`config.mk`:
```
export PLATFORM = sky130hd
export DESIGN_NAME = ttce_ctrl
export DESIGN_NICKNAME = d
export VERILOG_FILES = /design/src/hw/rtl/ttce_pkg.sv /design/src/hw/rtl/ttce_ctrl.sv
export SDC_FILE = /design/constraint.sdc
export NUM_CORES = 1
export LEC_CHECK = 0
export BUFFER_PORTS_ARGS = -buffer_cell sky130_fd_sc_hd__buf_2
export CAP_MARGIN = 20
export CORE_AREA = 2 2 39 41
export DETAILED_ROUTE_END_ITERATION = 7
export DIE_AREA = 0 0 41 43
export MAX_ROUTING_LAYER = met4
export SKIP_LAST_GASP = 1
export SLEW_MARGIN = 20
export SYNTH_ARGS = -nofsm -noshare
export SYNTH_HDL_FRONTEND = slang
export SYNTH_SLANG_ARGS = --single-unit
```
`constraint.sdc`:
```
create_clock -name i_clk -period 2.3 [get_ports i_clk]
set_input_delay 0.69 -clock i_clk [delete_from_list [all_inputs] [get_ports i_clk]]
set_output_delay 0.69 -clock i_clk [all_outputs]
set_load 0.005 [all_outputs]
```
`src/hw/rtl/ttce_pkg.sv`:
```
`timescale 1ns / 1ps
// ----------------------------------------------------------------------------
// ttce_pkg
// Shared types and constants for the text terminal character engine.
// ----------------------------------------------------------------------------
package ttce_pkg;

    // Character codes
    localparam logic [7:0] CH_BEL   = 8'h07;
    localparam logic [7:0] CH_LF    = 8'h0A;
    localparam logic [7:0] CH_CR    = 8'h0D;
    localparam logic [7:0] CH_SPACE = 8'h20;
    localparam logic [7:0] CH_TILDE = 8'h7E;

    // Item commands
    localparam logic CMD_PUT  = 1'b0;
    localparam logic CMD_READ = 1'b1;

    // Configuration register map
    localparam int CFG_IDX_W  = 1;
    localparam int CFG_DATA_W = 8;
    localparam logic [CFG_IDX_W-1:0] CFG_ROWS = 1'b0;
    localparam logic [CFG_IDX_W-1:0] CFG_COLS = 1'b1;

    localparam logic [5:0] ROWS_RESET = 6'd24;
    localparam logic [7:0] COLS_RESET = 8'd80;

    // Input item
    typedef struct packed {
        logic       cmd;
        logic [7:0] ch;
        logic [4:0] read_row;
        logic [6:0] read_col;
    } t_in_item;

    // Result item
    typedef struct packed {
        logic [4:0] cursor_row;
        logic [6:0] cursor_col;
        logic       bell;
        logic [4:0] changed_row;
        logic [6:0] read_char;
    } t_out_item;

    // Controller to datapath commands
    typedef struct packed {
        logic accept;   // latch the input item
        logic look;     // look up the physical row
        logic exec;     // perform the item's main action
        logic wipe;     // clear one cell of the target row
        logic clear;    // clear one cell of the store after reset
        logic emit;     // load the result register
    } t_dp_cmd;

    // Datapath to controller status
    typedef struct packed {
        logic is_lf;
        logic wipe_last;
        logic clear_last;
        logic out_free;
    } t_dp_sts;

endpackage

```
`src/hw/rtl/ttce_ctrl.sv`:
```
`timescale 1ns / 1ps
// ----------------------------------------------------------------------------
// ttce_ctrl
// Sequencer for the terminal engine: reset clearing pass, item lookup,
// action, row wipe and result hand-off.
// ----------------------------------------------------------------------------
module ttce_ctrl (
    input  logic              i_clk,
    input  logic              i_rst_n,
    input  logic              i_in_valid,
    output logic              o_in_ready,
    output ttce_pkg::t_dp_cmd o_cmd,
    input  ttce_pkg::t_dp_sts i_sts
);

    typedef enum logic [5:0] {
        S_CLEAR = 6'b000001,
        S_IDLE  = 6'b000010,
        S_LOOK  = 6'b000100,
        S_EXEC  = 6'b001000,
        S_WIPE  = 6'b010000,
        S_EMIT  = 6'b100000
    } t_state;

    t_state r_state;
    t_state n_state;

    // State register
    always_ff @(posedge i_clk) begin
        if (!i_rst_n) begin
            r_state <= S_CLEAR;
        end else begin
            r_state <= n_state;
        end
    end

    // Next state and commands
    always_comb begin
        n_state = r_state;
        o_cmd   = '0;
        unique case (r_state)
            S_CLEAR: begin
                o_cmd.clear = 1'b1;
                if (i_sts.clear_last) begin
                    n_state = S_IDLE;
                end
            end
            S_IDLE: begin
                if (i_in_valid) begin
                    o_cmd.accept = 1'b1;
                    n_state      = S_LOOK;
                end
            end
            S_LOOK: begin
                o_cmd.look = 1'b1;
                n_state    = S_EXEC;
            end
            S_EXEC: begin
                o_cmd.exec = 1'b1;
                n_state    = i_sts.is_lf ? S_WIPE : S_EMIT;
            end
            S_WIPE: begin
                o_cmd.wipe = 1'b1;
                if (i_sts.wipe_last) begin
                    n_state = S_EMIT;
                end
            end
            S_EMIT: begin
                if (i_sts.out_free) begin
                    o_cmd.emit = 1'b1;
                    n_state    = S_IDLE;
                end
            end
            default: begin
                n_state = S_CLEAR;
            end
        endcase
    end

    assign o_in_ready = (r_state == S_IDLE);

endmodule

```
==> metrics <==
# setup viols final=0; clk root buf=clkbuf_4; wire per inst=about 12 um; CTS sink count=6; total number of vias=roughly 360; f_max=437 MHz; area growth from synthesis to layout=44.3%; P per Cell Area=876 nW/um^2; NumNets Final=67; number of buffer cells added on primary ports=13; DR iter-0 viols=1; TritonCTS clock tree=yes; FFs w/ async S/R, synth=0%; CTS Buf Count=3; first-pass GRT wire length=1520 um; Distinct cells, synth=21; Pre-Repair DR Iteration Count=2; P_leak=roughly 0.21 nW; flip-flop count of the largest register after layout=6; Final Hold Fails=0; largest registers=r_state x6; post-detail-place hpwl=679 um; clk_lat worst skew=0.24 ns; Antenna Violating Nets Remaining=0; Synth Area in Simple Gates=a little under half; post-synthesis cell area=364 um^2; max incr delay on CP=0.56 ns; xor and xnor fraction of the mapped netlist area=2.41%; Die H=43 um; MaxCap Viol Count=0; CP Data Arrival Time=between 1.5 and 2 ns; Final Max Tran Viols=0; Worst-Margin Slew=0.246 ns; placer congestion estimate=0.705; synth top area cells=dfxtp_1 (33%), nor3b_1 (10%), a21boi_0 (6.2%), nand2b_1 (5.2%), o2111ai_1 (4.8%); worst hold path type=reg -> reg; clk_skew=0.000292 ns; GRT Util Overall=between 10% and 20%; vias in the first global route=373; status=completed; DRC=0; post-synthesis compound-gate area fraction=16.8%; maximum VDD drop=0.000373 V; layout cells sized above 1=53.4%; number of synthesized flops with an enable pin=0; Setup Buffers After CTS=0; Post-CTS Hold Buffers=0; worst-path cell chain=or4_4 -> nor3b_4 -> and2_1 -> buf_2; critical path fanouts, max=5; post-synth top area share=33.0%; Die Span X=41 um; n_diodes=0; Tmin final=2.29 ns; total power=460 uW; initial antenna violation count=0; CTS H-tree lvls=1; Main synth FF type=dfxtp_1; WP data required=1.61 ns; vias per std cell=4.92; Critical Path End Type=output port; Cells after Synth=40; Die Footprint=1760 um^2; CTS max path bufs=2; largest net degree at the start of global routing=7; WHS Path Cells=2; Syn Nets=47; Avg Cell Area, Syn=9.10 um^2; main combinational cell family by area after synthesis=simple AND/OR/NAND/NOR gates; Starting Density=26.3%; r2r worst-path depth=4; Post-Synth Adder-Cell Area=0%; most flop-heavy register=r_state; critical path class=reg -> out; top cells by count, synth=dfxtp_1 (6), nor3b_1 (5), a21boi_0 (3), nand2b_1 (3); RSZ-0062 raised after global routing=yes; period utilisation layout=99.5%; floorplan row count=14; drt total wl=873 um; Overflow after GRT=0; sequential area share after synthesis=33.0%; slowest stage cell, crit path=or4_4; clock slew at reported path FFs=0.04 ns; #FFs+latches synth=6; CP Launch Type=flop; setup TNS=0 ns; Yosys warning total=0; I/O pins=14; top-count cell post-synth=dfxtp_1; core area=~1400 um^2; mux contribution to synthesized area=0%; Max-slew headroom=83.4%; Yosys top cell by area=dfxtp_1
where the power goes:
part	total [mW]	leakage, nW	internal (mW)	switching [mW]
Combinational	0.204	0.148	0.113	0.0914
Sequential	0.161	0.0496	0.127	0.0338
Clock	0.0954	0.0138	0.0589	0.0365
area by class of cell:
class	count	area, um^2
flip-flops and latches	6	124
clock buffers	3	22.5
fillers	149	858
multi-input cells	33	275
repair buffers	15	80.1
inverters	1	3.75
well taps	16	20.0
metal layers:
metal | global-route usage, % | share of wire, % | vias to the layer above
li1 | - | - | 191
met1 | 17.6 | 48 | 162
met2 | 17.2 | 45 | 9
met3 | 1.57 | 4.5 | 2
met4 | 14.0 | 2.2 | 0
met5 | - | 0 | -
cells by family after synthesis:
family                    Yosys count
DFF                                 6
buffers and inverters               1
AOI/OAI and AO/OA                   8
xor gates and xnor gates            1
and+or+nand+nor                    24
worst max-delay path: cells and delay by family (launching register included):
kind	cells	cell delay, ns
buffers and inverters	1	0.10
flip-flops	1	0.33
AND/OR/NAND/NOR	3	0.93
worst paths after layout:
kind,from,slack [ns],to
min,r_state[0]$_SDFFE_PN1P_,0.58,r_state[0]$_SDFFE_PN1P_
max reg2reg,r_state[0]$_SDFFE_PN1P_,0.35,r_state[2]$_SDFFE_PN0P_
max,r_state[2]$_SDFFE_PN0P_,0.01,o_cmd[5]
min reg2reg,r_state[0]$_SDFFE_PN1P_,0.58,r_state[0]$_SDFFE_PN1P_
cells in the final DEF, fill, tap and decap left out, drive strengths merged:
cell     synthesis  layout
nor3b            5       5
o211ai           1       1
nand2            1       1
clkbuf           0       3
o21bai           1       1
and3             3       3
and2             2       2
o22ai            1       1
o2111ai          2       2
nand2b           3       3
or4b             1       1
nor3             2       2
a21boi           3       3
inv              1       1
or3              1       1
or4              4       4
xnor2            1       1
dfxtp            6       6
nor2             2       2
buf              0      15
repair_timing:
action                                  in CTS  in global routing
endpoints found under the hold margin        0                  0
pin swaps                                    1                  2
endpoints found under the setup margin       4                  5
gates resized for setup                      3                  8
metrics by stage:
step | instance area (um^2) | hold WS [ns] | cells | utilization [%] | worst slack (ns)
6_report | 526 | 0.579 | 74 | 38.0 | 0.0126
5_1_grt | 526 | 0.620 | 74 | 38.0 | -0.0807
4_1_cts | 499 | 0.598 | 74 | 36.1 | -0.0371
3_5_place_dp | 464 | 0.578 | 71 | 33.5 | 0.142
3_3_place_gp | 464 | 0.568 | 71 | 33.5 | 0.173
2_1_floorplan | 364 | 0.526 | 40 | - | 0.161
Note: power is estimated with default switching activity, not from simulation.
